==> config.mk <==
export PLATFORM = sky130hd
export DESIGN_NAME = gamepad_report_conditioner
export DESIGN_NICKNAME = d
export VERILOG_FILES = /design/src/gpc_pkg.sv /design/src/gamepad_report_conditioner.sv /design/src/gpc_front.sv /design/src/gpc_queue.sv /design/src/gpc_divider.sv /design/src/gpc_back.sv
export SDC_FILE = /design/constraint.sdc
export NUM_CORES = 2
export LEC_CHECK = 0
export BUFFER_PORTS_ARGS = -buffer_cell sky130_fd_sc_hd__buf_4
export CORE_ASPECT_RATIO = 0.6
export CORE_MARGIN = 4
export CORE_UTILIZATION = 50
export CTS_CLUSTER_DIAMETER = 50
export DETAILED_ROUTE_END_ITERATION = 8
export GPL_ROUTABILITY_DRIVEN = 0
export MAX_ROUTING_LAYER = met4
export PLACE_DENSITY = 0.81
export REMOVE_ABC_BUFFERS = 1
export SYNTH_ARGS = -nofsm -noshare
export SYNTH_HDL_FRONTEND = slang
export SYNTH_SLANG_ARGS = --single-unit
==> constraint.sdc <==
create_clock -name clk -period 6.56 [get_ports clk]
set_clock_uncertainty 0.15 [all_clocks]
set_input_delay 0.656 -clock clk [delete_from_list [all_inputs] [get_ports clk]]
set_output_delay 0.656 -clock clk [all_outputs]
set_load 0.02 [all_outputs]
==> src/gpc_pkg.sv <==
// ---------------------------------------------------------------------------
// Gamepad report conditioner package
// Shared constants, codes and word types for the conditioner modules.
// ---------------------------------------------------------------------------
package gpc_pkg;

  localparam int NUM_PADS    = 4;
  localparam int PAD_W       = 2;
  localparam int NUM_STICKS  = 4;
  localparam int NUM_TRIGS   = 2;
  localparam int NUM_OPS     = NUM_STICKS + NUM_TRIGS;
  localparam int OP_IDX_W    = $clog2(NUM_OPS);
  localparam int QUEUE_DEPTH = 2;
  localparam int Q_PTR_W     = $clog2(QUEUE_DEPTH);
  localparam int Q_CNT_W     = $clog2(QUEUE_DEPTH + 1);

  localparam logic [14:0] STICK_FULL = 15'd32767;
  localparam logic [14:0] TRIG_FULL  = 15'd255;

  // shared divider: 30-bit dividend, 15-bit divisor and quotient
  localparam int DIV_Q_W     = 15;
  localparam int DIV_N_W     = 2 * DIV_Q_W;
  localparam int DIV_BITS    = 3;
  localparam int DIV_CYCLES  = DIV_Q_W / DIV_BITS;
  localparam int DIV_CNT_W   = $clog2(DIV_CYCLES);

  // configuration port
  localparam int CFG_IDX_W  = 3;
  localparam int CFG_DATA_W = 16;
  localparam logic [CFG_IDX_W-1:0] REG_STICK_DZ  = 3'd0;
  localparam logic [CFG_IDX_W-1:0] REG_TRIG_DZ   = 3'd1;
  localparam logic [CFG_IDX_W-1:0] REG_TRIG_THR  = 3'd2;
  localparam logic [CFG_IDX_W-1:0] REG_LTRIG_BIT = 3'd3;
  localparam logic [CFG_IDX_W-1:0] REG_RTRIG_BIT = 3'd4;

  // queued word kinds
  localparam logic [1:0] KIND_REPORT = 2'd0;
  localparam logic [1:0] KIND_FAIL   = 2'd1;
  localparam logic [1:0] KIND_ARM    = 2'd2;

  typedef struct packed {
    logic [14:0] stick_dz;
    logic [7:0]  trig_dz;
    logic [14:0] trig_thr;
    logic [3:0]  ltrig_bit;
    logic [3:0]  rtrig_bit;
  } cfg_t;

  typedef struct packed {
    logic [1:0]                  kind;
    logic [PAD_W-1:0]            pad;
    logic [15:0]                 buttons;
    logic [NUM_STICKS-1:0][14:0] mag;
    logic [NUM_STICKS-1:0]       neg;
    logic [NUM_TRIGS-1:0][7:0]   trig;
    logic [15:0]                 elapsed;
    logic [15:0]                 vibration;
  } item_t;

  typedef struct packed {
    logic               start;
    logic [DIV_N_W-1:0] dividend;
    logic [DIV_Q_W-1:0] divisor;
  } div_req_t;

  typedef struct packed {
    logic               busy;
    logic               done;
    logic [DIV_Q_W-1:0] quotient;
  } div_rsp_t;

endpackage

==> src/gamepad_report_conditioner.sv <==
// ---------------------------------------------------------------------------
// Gamepad report conditioner
// Per-pad stick, trigger and button conditioning with vibration countdown.
// ---------------------------------------------------------------------------
// Input words arrive on in_valid/in_ready: a pad report or a vibration arm.
// Each report gives one result word on out_valid/out_ready; arm words and
// words for pads out of range give none. Registers are written on the
// cfg_valid/cfg_ready port (always ready); the user must write them only
// while the block is idle, which the block itself does not enforce. The
// front end takes a word into a two-entry queue; the back end drains it
// one word at a time. A report runs six rescales on a shared divider that
// retires three quotient bits a cycle; a rescale skips the divider when the
// value sits in the dead zone. A result waits in the output register while
// out_ready is low; the back end holds its next result until that register
// frees, and the front end keeps taking words until the queue fills.
// Synchronous reset sets all pads disconnected, clears stored buttons and
// countdowns, empties the queue and loads the register defaults.
// ---------------------------------------------------------------------------
module gamepad_report_conditioner (
  input  logic                          clk,
  input  logic                          rst_n,
  input  logic                          cfg_valid,
  output logic                          cfg_ready,
  input  logic [gpc_pkg::CFG_IDX_W-1:0] cfg_index,
  input  logic [gpc_pkg::CFG_DATA_W-1:0] cfg_data,
  input  logic                          in_valid,
  output logic                          in_ready,
  input  logic                          in_action,
  input  logic [gpc_pkg::PAD_W-1:0]     in_pad_index,
  input  logic                          in_poll_ok,
  input  logic [15:0]                   in_raw_buttons,
  input  logic signed [15:0]            in_raw_left_x,
  input  logic signed [15:0]            in_raw_left_y,
  input  logic signed [15:0]            in_raw_right_x,
  input  logic signed [15:0]            in_raw_right_y,
  input  logic [7:0]                    in_raw_left_trigger,
  input  logic [7:0]                    in_raw_right_trigger,
  input  logic [15:0]                   in_elapsed_ms,
  input  logic [15:0]                   in_vibration_ms,
  output logic                          out_valid,
  input  logic                          out_ready,
  output logic [gpc_pkg::PAD_W-1:0]     out_pad_index,
  output logic                          out_connected,
  output logic [15:0]                   out_buttons,
  output logic [15:0]                   out_pressed_edges,
  output logic [15:0]                   out_released_edges,
  output logic signed [15:0]            out_left_x,
  output logic signed [15:0]            out_left_y,
  output logic signed [15:0]            out_right_x,
  output logic signed [15:0]            out_right_y,
  output logic [14:0]                   out_left_trigger,
  output logic [14:0]                   out_right_trigger,
  output logic                          out_vibration_stop
);

  gpc_pkg::cfg_t     cfg_r, cfg_nxt;
  gpc_pkg::item_t    push_word, head_word;
  gpc_pkg::div_req_t div_req;
  gpc_pkg::div_rsp_t div_rsp;
  logic              q_push, q_pop, q_full, q_empty;

  assign cfg_ready = 1'b1;

  always_comb begin
    cfg_nxt = cfg_r;
    if (cfg_valid && cfg_ready) begin
      case (cfg_index)
        gpc_pkg::REG_STICK_DZ:  cfg_nxt.stick_dz  = cfg_data[14:0];
        gpc_pkg::REG_TRIG_DZ:   cfg_nxt.trig_dz   = cfg_data[7:0];
        gpc_pkg::REG_TRIG_THR:  cfg_nxt.trig_thr  = cfg_data[14:0];
        gpc_pkg::REG_LTRIG_BIT: cfg_nxt.ltrig_bit = cfg_data[3:0];
        gpc_pkg::REG_RTRIG_BIT: cfg_nxt.rtrig_bit = cfg_data[3:0];
        default: ;
      endcase
    end
  end

  always_ff @(posedge clk) begin
    if (!rst_n) begin
      cfg_r.stick_dz  <= 15'd7849;
      cfg_r.trig_dz   <= 8'd30;
      cfg_r.trig_thr  <= 15'd16384;
      cfg_r.ltrig_bit <= 4'd10;
      cfg_r.rtrig_bit <= 4'd11;
    end else begin
      cfg_r <= cfg_nxt;
    end
  end

  gpc_front u_front (
    .in_valid             (in_valid),
    .in_ready             (in_ready),
    .in_action            (in_action),
    .in_pad_index         (in_pad_index),
    .in_poll_ok           (in_poll_ok),
    .in_raw_buttons       (in_raw_buttons),
    .in_raw_left_x        (in_raw_left_x),
    .in_raw_left_y        (in_raw_left_y),
    .in_raw_right_x       (in_raw_right_x),
    .in_raw_right_y       (in_raw_right_y),
    .in_raw_left_trigger  (in_raw_left_trigger),
    .in_raw_right_trigger (in_raw_right_trigger),
    .in_elapsed_ms        (in_elapsed_ms),
    .in_vibration_ms      (in_vibration_ms),
    .q_full               (q_full),
    .q_push               (q_push),
    .q_word               (push_word)
  );

  gpc_queue u_queue (
    .clk       (clk),
    .rst_n     (rst_n),
    .push      (q_push),
    .push_word (push_word),
    .pop       (q_pop),
    .head      (head_word),
    .full      (q_full),
    .empty     (q_empty)
  );

  gpc_divider u_div (
    .clk   (clk),
    .rst_n (rst_n),
    .req   (div_req),
    .rsp   (div_rsp)
  );

  gpc_back u_back (
    .clk                (clk),
    .rst_n              (rst_n),
    .cfg                (cfg_r),
    .q_head             (head_word),
    .q_empty            (q_empty),
    .q_pop              (q_pop),
    .div_req            (div_req),
    .div_rsp            (div_rsp),
    .out_valid          (out_valid),
    .out_ready          (out_ready),
    .out_pad_index      (out_pad_index),
    .out_connected      (out_connected),
    .out_buttons        (out_buttons),
    .out_pressed_edges  (out_pressed_edges),
    .out_released_edges (out_released_edges),
    .out_left_x         (out_left_x),
    .out_left_y         (out_left_y),
    .out_right_x        (out_right_x),
    .out_right_y        (out_right_y),
    .out_left_trigger   (out_left_trigger),
    .out_right_trigger  (out_right_trigger),
    .out_vibration_stop (out_vibration_stop)
  );

endmodule

==> src/gpc_front.sv <==
// ---------------------------------------------------------------------------
// Gamepad report conditioner front end
// Accepts input words, drops bad pads, classifies and folds stick signs.
// ---------------------------------------------------------------------------
module gpc_front (
  input  logic                      in_valid,
  output logic                      in_ready,
  input  logic                      in_action,
  input  logic [gpc_pkg::PAD_W-1:0] in_pad_index,
  input  logic                      in_poll_ok,
  input  logic [15:0]               in_raw_buttons,
  input  logic signed [15:0]        in_raw_left_x,
  input  logic signed [15:0]        in_raw_left_y,
  input  logic signed [15:0]        in_raw_right_x,
  input  logic signed [15:0]        in_raw_right_y,
  input  logic [7:0]                in_raw_left_trigger,
  input  logic [7:0]                in_raw_right_trigger,
  input  logic [15:0]               in_elapsed_ms,
  input  logic [15:0]               in_vibration_ms,
  input  logic                      q_full,
  output logic                      q_push,
  output gpc_pkg::item_t            q_word
);

  logic [gpc_pkg::NUM_STICKS-1:0][15:0] raw;
  logic [gpc_pkg::NUM_STICKS-1:0][15:0] absv;
  logic                                 pad_ok;

  assign raw[0] = in_raw_left_x;
  assign raw[1] = in_raw_left_y;
  assign raw[2] = in_raw_right_x;
  assign raw[3] = in_raw_right_y;

  assign in_ready = !q_full;
  assign pad_ok   = int'(in_pad_index) < gpc_pkg::NUM_PADS;
  assign q_push   = in_valid && in_ready && pad_ok;

  always_comb begin
    q_word           = '0;
    q_word.kind      = in_action ? gpc_pkg::KIND_ARM :
                       (in_poll_ok ? gpc_pkg::KIND_REPORT : gpc_pkg::KIND_FAIL);
    q_word.pad       = in_pad_index;
    q_word.buttons   = in_raw_buttons;
    q_word.trig[0]   = in_raw_left_trigger;
    q_word.trig[1]   = in_raw_right_trigger;
    q_word.elapsed   = in_elapsed_ms;
    q_word.vibration = in_vibration_ms;
    for (int i = 0; i < gpc_pkg::NUM_STICKS; i++) begin
      absv[i]       = raw[i][15] ? (16'd0 - raw[i]) : raw[i];
      q_word.neg[i] = raw[i][15];
      // -32768 clamps to -32767
      q_word.mag[i] = absv[i][15] ? gpc_pkg::STICK_FULL : absv[i][14:0];
    end
  end

endmodule

==> src/gpc_queue.sv <==
// ---------------------------------------------------------------------------
// Gamepad report conditioner queue
// Short register FIFO between the front end and the back end.
// ---------------------------------------------------------------------------
module gpc_queue (
  input  logic           clk,
  input  logic           rst_n,
  input  logic           push,
  input  gpc_pkg::item_t push_word,
  input  logic           pop,
  output gpc_pkg::item_t head,
  output logic           full,
  output logic           empty
);

  gpc_pkg::item_t                    mem_r [gpc_pkg::QUEUE_DEPTH];
  logic [gpc_pkg::Q_PTR_W-1:0]       wr_ptr_r, wr_ptr_nxt;
  logic [gpc_pkg::Q_PTR_W-1:0]       rd_ptr_r, rd_ptr_nxt;
  logic [gpc_pkg::Q_CNT_W-1:0]       cnt_r, cnt_nxt;
  logic                              do_push, do_pop;

  assign full    = cnt_r == gpc_pkg::Q_CNT_W'(gpc_pkg::QUEUE_DEPTH);
  assign empty   = cnt_r == '0;
  assign head    = mem_r[rd_ptr_r];
  assign do_push = push && !full;
  assign do_pop  = pop && !empty;

  always_comb begin
    wr_ptr_nxt = wr_ptr_r;
    rd_ptr_nxt = rd_ptr_r;
    cnt_nxt    = cnt_r;
    if (do_push) begin
      wr_ptr_nxt = (int'(wr_ptr_r) == gpc_pkg::QUEUE_DEPTH - 1) ? '0 : wr_ptr_r + 1'b1;
    end
    if (do_pop) begin
      rd_ptr_nxt = (int'(rd_ptr_r) == gpc_pkg::QUEUE_DEPTH - 1) ? '0 : rd_ptr_r + 1'b1;
    end
    if (do_push && !do_pop) begin
      cnt_nxt = cnt_r + 1'b1;
    end else if (do_pop && !do_push) begin
      cnt_nxt = cnt_r - 1'b1;
    end
  end

  always_ff @(posedge clk) begin
    if (!rst_n) begin
      wr_ptr_r <= '0;
      rd_ptr_r <= '0;
      cnt_r    <= '0;
    end else begin
      wr_ptr_r <= wr_ptr_nxt;
      rd_ptr_r <= rd_ptr_nxt;
      cnt_r    <= cnt_nxt;
    end
  end

  always_ff @(posedge clk) begin
    if (do_push) begin
      mem_r[wr_ptr_r] <= push_word;
    end
  end

endmodule

==> src/gpc_divider.sv <==
// ---------------------------------------------------------------------------
// Gamepad report conditioner divider
// Shared restoring divider, three quotient bits per cycle.
// ---------------------------------------------------------------------------
module gpc_divider (
  input  logic              clk,
  input  logic              rst_n,
  input  gpc_pkg::div_req_t req,
  output gpc_pkg::div_rsp_t rsp
);

  logic [gpc_pkg::DIV_Q_W-1:0]   rem_r, rem_nxt;
  logic [gpc_pkg::DIV_Q_W-1:0]   quo_r, quo_nxt;
  logic [gpc_pkg::DIV_Q_W-1:0]   den_r, den_nxt;
  logic [gpc_pkg::DIV_CNT_W-1:0] cnt_r, cnt_nxt;
  logic                          busy_r, busy_nxt;
  logic                          done_r, done_nxt;
  logic [gpc_pkg::DIV_Q_W:0]     trial;

  assign rsp.busy     = busy_r;
  assign rsp.done     = done_r;
  assign rsp.quotient = quo_r;

  always_comb begin
    rem_nxt  = rem_r;
    quo_nxt  = quo_r;
    den_nxt  = den_r;
    cnt_nxt  = cnt_r;
    busy_nxt = busy_r;
    done_nxt = 1'b0;
    trial    = '0;
    if (busy_r) begin
      for (int i = 0; i < gpc_pkg::DIV_BITS; i++) begin
        trial = {rem_nxt, quo_nxt[gpc_pkg::DIV_Q_W-1]};
        if (trial >= {1'b0, den_r}) begin
          trial   = trial - {1'b0, den_r};
          quo_nxt = {quo_nxt[gpc_pkg::DIV_Q_W-2:0], 1'b1};
        end else begin
          quo_nxt = {quo_nxt[gpc_pkg::DIV_Q_W-2:0], 1'b0};
        end
        rem_nxt = trial[gpc_pkg::DIV_Q_W-1:0];
      end
      if (cnt_r == '0) begin
        busy_nxt = 1'b0;
        done_nxt = 1'b1;
      end else begin
        cnt_nxt = cnt_r - 1'b1;
      end
    end else if (req.start) begin
      // high half is below the divisor, so the quotient fits 15 bits
      rem_nxt  = req.dividend[gpc_pkg::DIV_N_W-1:gpc_pkg::DIV_Q_W];
      quo_nxt  = req.dividend[gpc_pkg::DIV_Q_W-1:0];
      den_nxt  = req.divisor;
      cnt_nxt  = gpc_pkg::DIV_CNT_W'(gpc_pkg::DIV_CYCLES - 1);
      busy_nxt = 1'b1;
    end
  end

  always_ff @(posedge clk) begin
    if (!rst_n) begin
      busy_r <= 1'b0;
      done_r <= 1'b0;
      cnt_r  <= '0;
    end else begin
      busy_r <= busy_nxt;
      done_r <= done_nxt;
      cnt_r  <= cnt_nxt;
    end
  end

  always_ff @(posedge clk) begin
    rem_r <= rem_nxt;
    quo_r <= quo_nxt;
    den_r <= den_nxt;
  end

endmodule

==> src/gpc_back.sv <==
// ---------------------------------------------------------------------------
// Gamepad report conditioner back end
// Sequences the six rescales, keeps per-pad state, drives the result word.
// ---------------------------------------------------------------------------
module gpc_back (
  input  logic                      clk,
  input  logic                      rst_n,
  input  gpc_pkg::cfg_t             cfg,
  input  gpc_pkg::item_t            q_head,
  input  logic                      q_empty,
  output logic                      q_pop,
  output gpc_pkg::div_req_t         div_req,
  input  gpc_pkg::div_rsp_t         div_rsp,
  output logic                      out_valid,
  input  logic                      out_ready,
  output logic [gpc_pkg::PAD_W-1:0] out_pad_index,
  output logic                      out_connected,
  output logic [15:0]               out_buttons,
  output logic [15:0]               out_pressed_edges,
  output logic [15:0]               out_released_edges,
  output logic signed [15:0]        out_left_x,
  output logic signed [15:0]        out_left_y,
  output logic signed [15:0]        out_right_x,
  output logic signed [15:0]        out_right_y,
  output logic [14:0]               out_left_trigger,
  output logic [14:0]               out_right_trigger,
  output logic                      out_vibration_stop
);

  localparam logic [1:0] S_IDLE   = 2'd0;
  localparam logic [1:0] S_LOAD   = 2'd1;
  localparam logic [1:0] S_WAIT   = 2'd2;
  localparam logic [1:0] S_FINISH = 2'd3;

  logic [1:0]                    state_r, state_nxt;
  logic [gpc_pkg::OP_IDX_W-1:0]  k_r, k_nxt;
  gpc_pkg::item_t                item_r, item_nxt;
  logic [14:0]                   res_r [gpc_pkg::NUM_OPS];
  logic [14:0]                   res_nxt [gpc_pkg::NUM_OPS];
  logic [15:0]                   prev_r [gpc_pkg::NUM_PADS];
  logic [15:0]                   prev_nxt [gpc_pkg::NUM_PADS];
  logic [15:0]                   vib_r [gpc_pkg::NUM_PADS];
  logic [15:0]                   vib_nxt [gpc_pkg::NUM_PADS];
  logic [gpc_pkg::NUM_PADS-1:0]  conn_r, conn_nxt;

  logic                          ov_r, ov_nxt;
  logic [gpc_pkg::PAD_W-1:0]     o_pad_r, o_pad_nxt;
  logic                          o_conn_r, o_conn_nxt;
  logic [15:0]                   o_btn_r, o_btn_nxt;
  logic [15:0]                   o_pe_r, o_pe_nxt;
  logic [15:0]                   o_re_r, o_re_nxt;
  logic [gpc_pkg::NUM_STICKS-1:0][15:0] o_stick_r, o_stick_nxt;
  logic [14:0]                   o_lt_r, o_lt_nxt;
  logic [14:0]                   o_rt_r, o_rt_nxt;
  logic                          o_stop_r, o_stop_nxt;

  logic [14:0]                   op_mag, op_dz, op_full, op_den, op_diff;
  logic                          op_skip, last_op, out_free;
  logic [gpc_pkg::DIV_N_W-1:0]   op_scaled;
  logic [15:0]                   now_btn, prev_btn, cur_vib;

  assign out_valid          = ov_r;
  assign out_pad_index      = o_pad_r;
  assign out_connected      = o_conn_r;
  assign out_buttons        = o_btn_r;
  assign out_pressed_edges  = o_pe_r;
  assign out_released_edges = o_re_r;
  assign out_left_x         = o_stick_r[0];
  assign out_left_y         = o_stick_r[1];
  assign out_right_x        = o_stick_r[2];
  assign out_right_y        = o_stick_r[3];
  assign out_left_trigger   = o_lt_r;
  assign out_right_trigger  = o_rt_r;
  assign out_vibration_stop = o_stop_r;

  assign out_free = !ov_r || out_ready;
  assign last_op  = int'(k_r) == gpc_pkg::NUM_OPS - 1;

  // operand for rescale k: sticks first, then triggers
  always_comb begin
    if (int'(k_r) < gpc_pkg::NUM_STICKS) begin
      op_mag  = item_r.mag[k_r[1:0]];
      op_dz   = cfg.stick_dz;
      op_full = gpc_pkg::STICK_FULL;
    end else begin
      op_mag  = {7'd0, item_r.trig[k_r[0]]};
      op_dz   = {7'd0, cfg.trig_dz};
      op_full = gpc_pkg::TRIG_FULL;
    end
    op_skip   = (op_mag <= op_dz) || (op_dz >= op_full);
    op_den    = op_full - op_dz;
    op_diff   = op_mag - op_dz;
    op_scaled = {op_diff, 15'd0} - {15'd0, op_diff};
  end

  always_comb begin
    div_req.start    = (state_r == S_LOAD) && !op_skip && !div_rsp.busy;
    div_req.dividend = op_scaled + gpc_pkg::DIV_N_W'(op_den[14:1]);
    div_req.divisor  = op_den;
  end

  always_comb begin
    prev_btn = prev_r[item_r.pad];
    cur_vib  = vib_r[item_r.pad];
    now_btn  = item_r.buttons;
    if (res_r[gpc_pkg::NUM_STICKS] > cfg.trig_thr) begin
      now_btn = now_btn | (16'd1 << cfg.ltrig_bit);
    end
    if (res_r[gpc_pkg::NUM_STICKS + 1] > cfg.trig_thr) begin
      now_btn = now_btn | (16'd1 << cfg.rtrig_bit);
    end
  end

  always_comb begin
    state_nxt   = state_r;
    k_nxt       = k_r;
    item_nxt    = item_r;
    res_nxt     = res_r;
    prev_nxt    = prev_r;
    vib_nxt     = vib_r;
    conn_nxt    = conn_r;
    q_pop       = 1'b0;
    ov_nxt      = ov_r && !out_ready;
    o_pad_nxt   = o_pad_r;
    o_conn_nxt  = o_conn_r;
    o_btn_nxt   = o_btn_r;
    o_pe_nxt    = o_pe_r;
    o_re_nxt    = o_re_r;
    o_stick_nxt = o_stick_r;
    o_lt_nxt    = o_lt_r;
    o_rt_nxt    = o_rt_r;
    o_stop_nxt  = o_stop_r;

    case (state_r)
      S_IDLE: begin
        if (!q_empty) begin
          q_pop    = 1'b1;
          item_nxt = q_head;
          k_nxt    = '0;
          case (q_head.kind)
            gpc_pkg::KIND_ARM: begin
              if (conn_r[q_head.pad]) begin
                vib_nxt[q_head.pad] = q_head.vibration;
              end
            end
            gpc_pkg::KIND_FAIL: state_nxt = S_FINISH;
            default:            state_nxt = S_LOAD;
          endcase
        end
      end
      S_LOAD: begin
        if (op_skip) begin
          res_nxt[k_r] = '0;
          state_nxt    = last_op ? S_FINISH : S_LOAD;
          k_nxt        = last_op ? k_r : k_r + 1'b1;
        end else if (div_req.start) begin
          state_nxt = S_WAIT;
        end
      end
      S_WAIT: begin
        if (div_rsp.done) begin
          res_nxt[k_r] = div_rsp.quotient;
          state_nxt    = last_op ? S_FINISH : S_LOAD;
          k_nxt        = last_op ? k_r : k_r + 1'b1;
        end
      end
      S_FINISH: begin
        if (out_free) begin
          ov_nxt      = 1'b1;
          o_pad_nxt   = item_r.pad;
          o_conn_nxt  = 1'b0;
          o_btn_nxt   = '0;
          o_pe_nxt    = '0;
          o_re_nxt    = '0;
          o_stick_nxt = '0;
          o_lt_nxt    = '0;
          o_rt_nxt    = '0;
          o_stop_nxt  = 1'b0;
          state_nxt   = S_IDLE;
          if (item_r.kind == gpc_pkg::KIND_FAIL) begin
            conn_nxt[item_r.pad] = 1'b0;
            prev_nxt[item_r.pad] = '0;
            vib_nxt[item_r.pad]  = '0;
          end else begin
            conn_nxt[item_r.pad] = 1'b1;
            prev_nxt[item_r.pad] = now_btn;
            o_conn_nxt = 1'b1;
            o_btn_nxt  = now_btn;
            o_pe_nxt   = now_btn & ~prev_btn;
            o_re_nxt   = ~now_btn & prev_btn;
            o_lt_nxt   = res_r[gpc_pkg::NUM_STICKS];
            o_rt_nxt   = res_r[gpc_pkg::NUM_STICKS + 1];
            for (int i = 0; i < gpc_pkg::NUM_STICKS; i++) begin
              o_stick_nxt[i] = item_r.neg[i] ? (16'd0 - {1'b0, res_r[i]}) : {1'b0, res_r[i]};
            end
            if (cur_vib != '0) begin
              if (item_r.elapsed >= cur_vib) begin
                vib_nxt[item_r.pad] = '0;
                o_stop_nxt = 1'b1;
              end else begin
                vib_nxt[item_r.pad] = cur_vib - item_r.elapsed;
              end
            end
          end
        end
      end
      default: state_nxt = S_IDLE;
    endcase
  end

  always_ff @(posedge clk) begin
    if (!rst_n) begin
      state_r <= S_IDLE;
      k_r     <= '0;
      conn_r  <= '0;
      ov_r    <= 1'b0;
      for (int p = 0; p < gpc_pkg::NUM_PADS; p++) begin
        prev_r[p] <= '0;
        vib_r[p]  <= '0;
      end
    end else begin
      state_r <= state_nxt;
      k_r     <= k_nxt;
      conn_r  <= conn_nxt;
      ov_r    <= ov_nxt;
      prev_r  <= prev_nxt;
      vib_r   <= vib_nxt;
    end
  end

  always_ff @(posedge clk) begin
    item_r    <= item_nxt;
    res_r     <= res_nxt;
    o_pad_r   <= o_pad_nxt;
    o_conn_r  <= o_conn_nxt;
    o_btn_r   <= o_btn_nxt;
    o_pe_r    <= o_pe_nxt;
    o_re_r    <= o_re_nxt;
    o_stick_r <= o_stick_nxt;
    o_lt_r    <= o_lt_nxt;
    o_rt_r    <= o_rt_nxt;
    o_stop_r  <= o_stop_nxt;
  end

endmodule

==> flow_summary.rst <==
.. list-table::
   :header-rows: 1

   * - Metric
     - Value
   * - Run status
     - finished with violations
   * - Failing checks
     - negative setup slack
   * - Fin. Hold Viols
     - 0
   * - Slew headroom
     - 18.1%
   * - Die area
     - 90,100 µm²
   * - Post-synth EDFFs
     - 661
   * - Worst voltage drop across the vdd grid
     - 0.600 mV
   * - Die boundary width
     - 385 µm
   * - Share of total power in sequential cells
     - 28.5%
   * - Endpoints failing setup
     - 16
   * - Max stage delay cell, worst path
     - sky130_fd_sc_hd__edfxtp_1
   * - Area of the placeable core
     - 83,900 µm²
   * - DPL Wire Length
     - 84,200 µm
   * - Fmax
     - 0.143 GHz
   * - Number of buffers between clock root and the deepest sink
     - 3
   * - TritonCTS buffer count
     - 82
   * - Synth Register Bits
     - 855
   * - Synth Instances
     - 3,765
   * - Vias after detailed routing
     - 33,600
   * - Aggregate global routing overflow
     - 0
   * - Htree depth
     - 3
   * - Internal Power
     - 0.0173 W
   * - Router iterations before antenna repair
     - 7
   * - Average detailed-routed wire length per instance
     - 22.8 µm
   * - Fraction of final layout cells with drive strength greater than 1
     - 23.3%
   * - Placed insts
     - 5,194
   * - 1st-iter DRT viols
     - 4,796
   * - Top cells by area in the synthesized netlist
     - sky130_fd_sc_hd__edfxtp_1 47%, sky130_fd_sc_hd__dfxtp_1 9.1%, sky130_fd_sc_hd__nand2_1 4.7%, sky130_fd_sc_hd__ha_1 4.0%, sky130_fd_sc_hd__mux2_2 3.4%
   * - Period minus WS final
     - 6.97 ns
   * - Startpoint types
     - flop
   * - Slew of the pin with the lowest slew margin
     - 1.22 ns
   * - Die Height
     - 234 µm
   * - Fin cells
     - 5,422
   * - Critical Path Most Common Cell
     - sky130_fd_sc_hd__buf_4
   * - Static leakage
     - 19.0 nW
   * - Worst hold-check path type
     - in -> reg
   * - Synthesized area divided by synthesized cell count
     - 11.3 µm²
   * - Buffer cell driving the clock tree root
     - sky130_fd_sc_hd__clkbuf_16
   * - Post-synthesis instance area
     - 42,600 µm²
   * - Clock-pin slew reported for the worst setup and hold paths after clock tree synthesis
     - 0.07 ns
   * - Port-buffer cells
     - 302
   * - Cell variety after synth
     - 101
   * - Number of placement rows
     - 82
   * - CTS sink count
     - 855
   * - TritonCTS clock tree
     - done
   * - Net count, final
     - 4,514
   * - Total Routed Length
     - 123,000 µm
   * - Vias in the first global route
     - 30,900
   * - Top cell type by total area after synthesis
     - sky130_fd_sc_hd__edfxtp_1
   * - Area share of the largest cell type after synthesis
     - 46.6%
   * - Via/cell ratio
     - 6.20
   * - DRC Markers
     - 0
   * - Pin count of the biggest net entering global routing
     - 143
   * - Synthesis-to-finish area growth
     - 19.8%
   * - Antenna violations before repair
     - 5
   * - IO Count
     - 305
   * - Global-route wire length before repair
     - 182,000 µm
   * - Power density over the cells
     - 578 nW/µm²
   * - Required time of the worst setup path
     - 6.77 ns
   * - Type of element capturing the critical path
     - flop
   * - Fraction of registers with async set or reset after synthesis
     - 0%
   * - Period utilization
     - 106%
   * - Filler Cell Count
     - 6,387
   * - Max stage delay on crit path
     - 0.49 ns
   * - GRT Total Usage
     - 26.9%
   * - Final Worst Setup Slack
     - -0.413 ns
   * - Combinational share of power
     - 54.7%
   * - Initial core utilization
     - 50.7%
   * - Switching power
     - 0.0121 W
   * - Share of synthesized area occupied by flip-flops and latches
     - 55.7%
   * - Buffering stage count on the worst path with inverters included
     - 9
   * - Worst slack on hold paths
     - 0.0257 ns
   * - Final antenna-violating net count
     - 0
   * - Worst-path maximum fanout
     - 6
   * - Count of max-cap constraint violations
     - 0
   * - Critical path type
     - reg -> reg
   * - Clock latency of the later-clocked register in the worst-skew pair
     - 0.66 ns
   * - Setup repair after global routing missed its margin
     - yes
   * - Number of pins with negative max-slew slack in the final report
     - 0
   * - Top delay family on crit path
     - compound AO/OA/AOI/OAI gates
   * - Most used DFF post-synth
     - sky130_fd_sc_hd__edfxtp_1
   * - Data arrival at the endpoint of the critical path
     - 7.18 ns
   * - Synth Warn #
     - 0
   * - Clock power frac
     - 16.8%
   * - Switch share
     - 41.2%
[Yosys cell counts, types with 20 or more instances]
cell,number
sky130_fd_sc_hd__edfxtp_1,661
sky130_fd_sc_hd__nand2_1,538
sky130_fd_sc_hd__nor2_1,232
sky130_fd_sc_hd__dfxtp_1,194
sky130_fd_sc_hd__o21ai_0,171
sky130_fd_sc_hd__clkbuf_1,153
sky130_fd_sc_hd__a21oi_1,145
sky130_fd_sc_hd__ha_1,137
sky130_fd_sc_hd__inv_1,135
sky130_fd_sc_hd__mux2_2,130
sky130_fd_sc_hd__o22ai_1,108
sky130_fd_sc_hd__xor2_1,103
sky130_fd_sc_hd__nand3_1,65
sky130_fd_sc_hd__nand4_1,62
sky130_fd_sc_hd__nor3_1,60
sky130_fd_sc_hd__mux2i_1,58
sky130_fd_sc_hd__xnor2_1,58
sky130_fd_sc_hd__a21o_1,57
sky130_fd_sc_hd__nand2b_1,46
sky130_fd_sc_hd__and2_1,43
sky130_fd_sc_hd__nor2b_1,34
sky130_fd_sc_hd__o21a_1,33
sky130_fd_sc_hd__o31ai_1,33
sky130_fd_sc_hd__nor4_1,30
sky130_fd_sc_hd__mux4_2,29
sky130_fd_sc_hd__and3_1,25
sky130_fd_sc_hd__o211ai_1,24
sky130_fd_sc_hd__a21oi_2,22
sky130_fd_sc_hd__a31oi_1,20
sky130_fd_sc_hd__or3_1,20
[cell usage in the layout (no fill, tap or decap), drive strengths merged, types with 57 or more instances in the layout]
cell type / n
dfxtp: 194
nand3: 65
inv: 149
edfxtp: 661
xnor2: 58
a21o: 57
mux2: 130
o22ai: 108
nor3: 61
buf: 537
nand2: 540
nor2: 232
xor2: 103
mux2i: 59
o21ai: 191
nand4: 62
ha: 137
clkbuf: 108
a21oi: 167
[cell families (layout without fill, tap and decap cells)]
family,after synthesis,count (layout),synth area share [%]
and+or+nand+nor,1223,1223,13.4
DFF,855,855,55.7
AOI/OAI and AO/OA,817,817,12.9
buffers and inverters,335,853,3.15
muxes,230,230,7.11
xor gates and xnor gates,161,161,3.31
adders and majority gates,143,143,4.31
other,1,6,0.00880
[worst reg2reg max path: cells and delay by family (launching register included)]
kind / cells / cell delay [ns]
buf+inv: 9 / 1.35
simple gates: 3 / 0.52
flops: 1 / 0.49
fa+ha+maj: 3 / 0.90
compound gates: 16 / 2.93
mux: 1 / 0.32
[timing repair]
action                                  CTS  global route
endpoints found under the setup margin   16            16
endpoints found under the hold margin    48             0
hold buffers                             25             0
gates resized for setup                  48            74
pin swaps                                40            52
buffers inserted                         28            21
[worst paths after layout]
kind                                        start               endpoint  slack (ns)  depth (start not counted)
worst max register to register     u_div.rem_r[0]         u_div.rem_r[9]       -0.41                         32
worst max-delay path               u_div.rem_r[0]         u_div.rem_r[9]       -0.41                         32
worst min register to register  u_back.prev_r[34]      u_back.prev_r[34]        0.31                          2
worst min-delay path            in_raw_buttons[2]  u_queue.mem_r[0][114]        0.03                          1
[per-stage QoR]
step           setup TNS (ns)  worst slack, ns  utilization (%)  instance area (µm²)  power (W)
6_report                -4.74           -0.413             60.8                51000     0.0295
5_1_grt                 -7.90           -0.613             60.8                51000     0.0307
4_1_cts                 -1.95           -0.173             60.1                50400     0.0273
3_5_place_dp            -7.28           -0.625             56.0                47000     0.0215
3_3_place_gp            -6.05           -0.530             56.0                47000     0.0211
2_1_floorplan        -1079.87            -5.10                -                41800     0.0166
[flip-flops by register name, summed over array words and instances (netlist names), 46 cells and up, named ones only]
register	cells
u_queue.mem_r	264
u_back.item_r	116
u_back.res_r	90
u_back.prev_r	64
u_back.vib_r	64
cfg_r	46
[power groups by stage]
stage          logic (W)  clock network [W]  registers [W]
2_1_floorplan    0.00812                  0        0.00845
3_3_place_gp      0.0127                  0        0.00841
5_1_grt           0.0170            0.00524        0.00847
3_5_place_dp      0.0130                  0        0.00846
4_1_cts           0.0139            0.00500        0.00836
6_report          0.0161            0.00496        0.00839
[area by class of cell]
type | count | area, µm² | share of cell area [%]
Sequential cell | 855 | 23700 | 46.5
Antenna cell | 5 | 12.5 | 0.0245
Tap cell | 1134 | 1420 | 2.78
Clock inverter | 44 | 473 | 0.927
Timing Repair Buffer | 562 | 4360 | 8.54
Clock buffer | 108 | 2350 | 4.61
Inverter | 139 | 527 | 1.03
Multi-Input combinational cell | 2575 | 18100 | 35.5
[per-layer routing]
layer / share of wire [%] / track usage, %
met1: 41 / 38.6
met2: 42 / 37.5
met3: 13 / 6.98
met4: 3.3 / 7.77
met5: 0 / -
(Power assumes the default switching activity.)
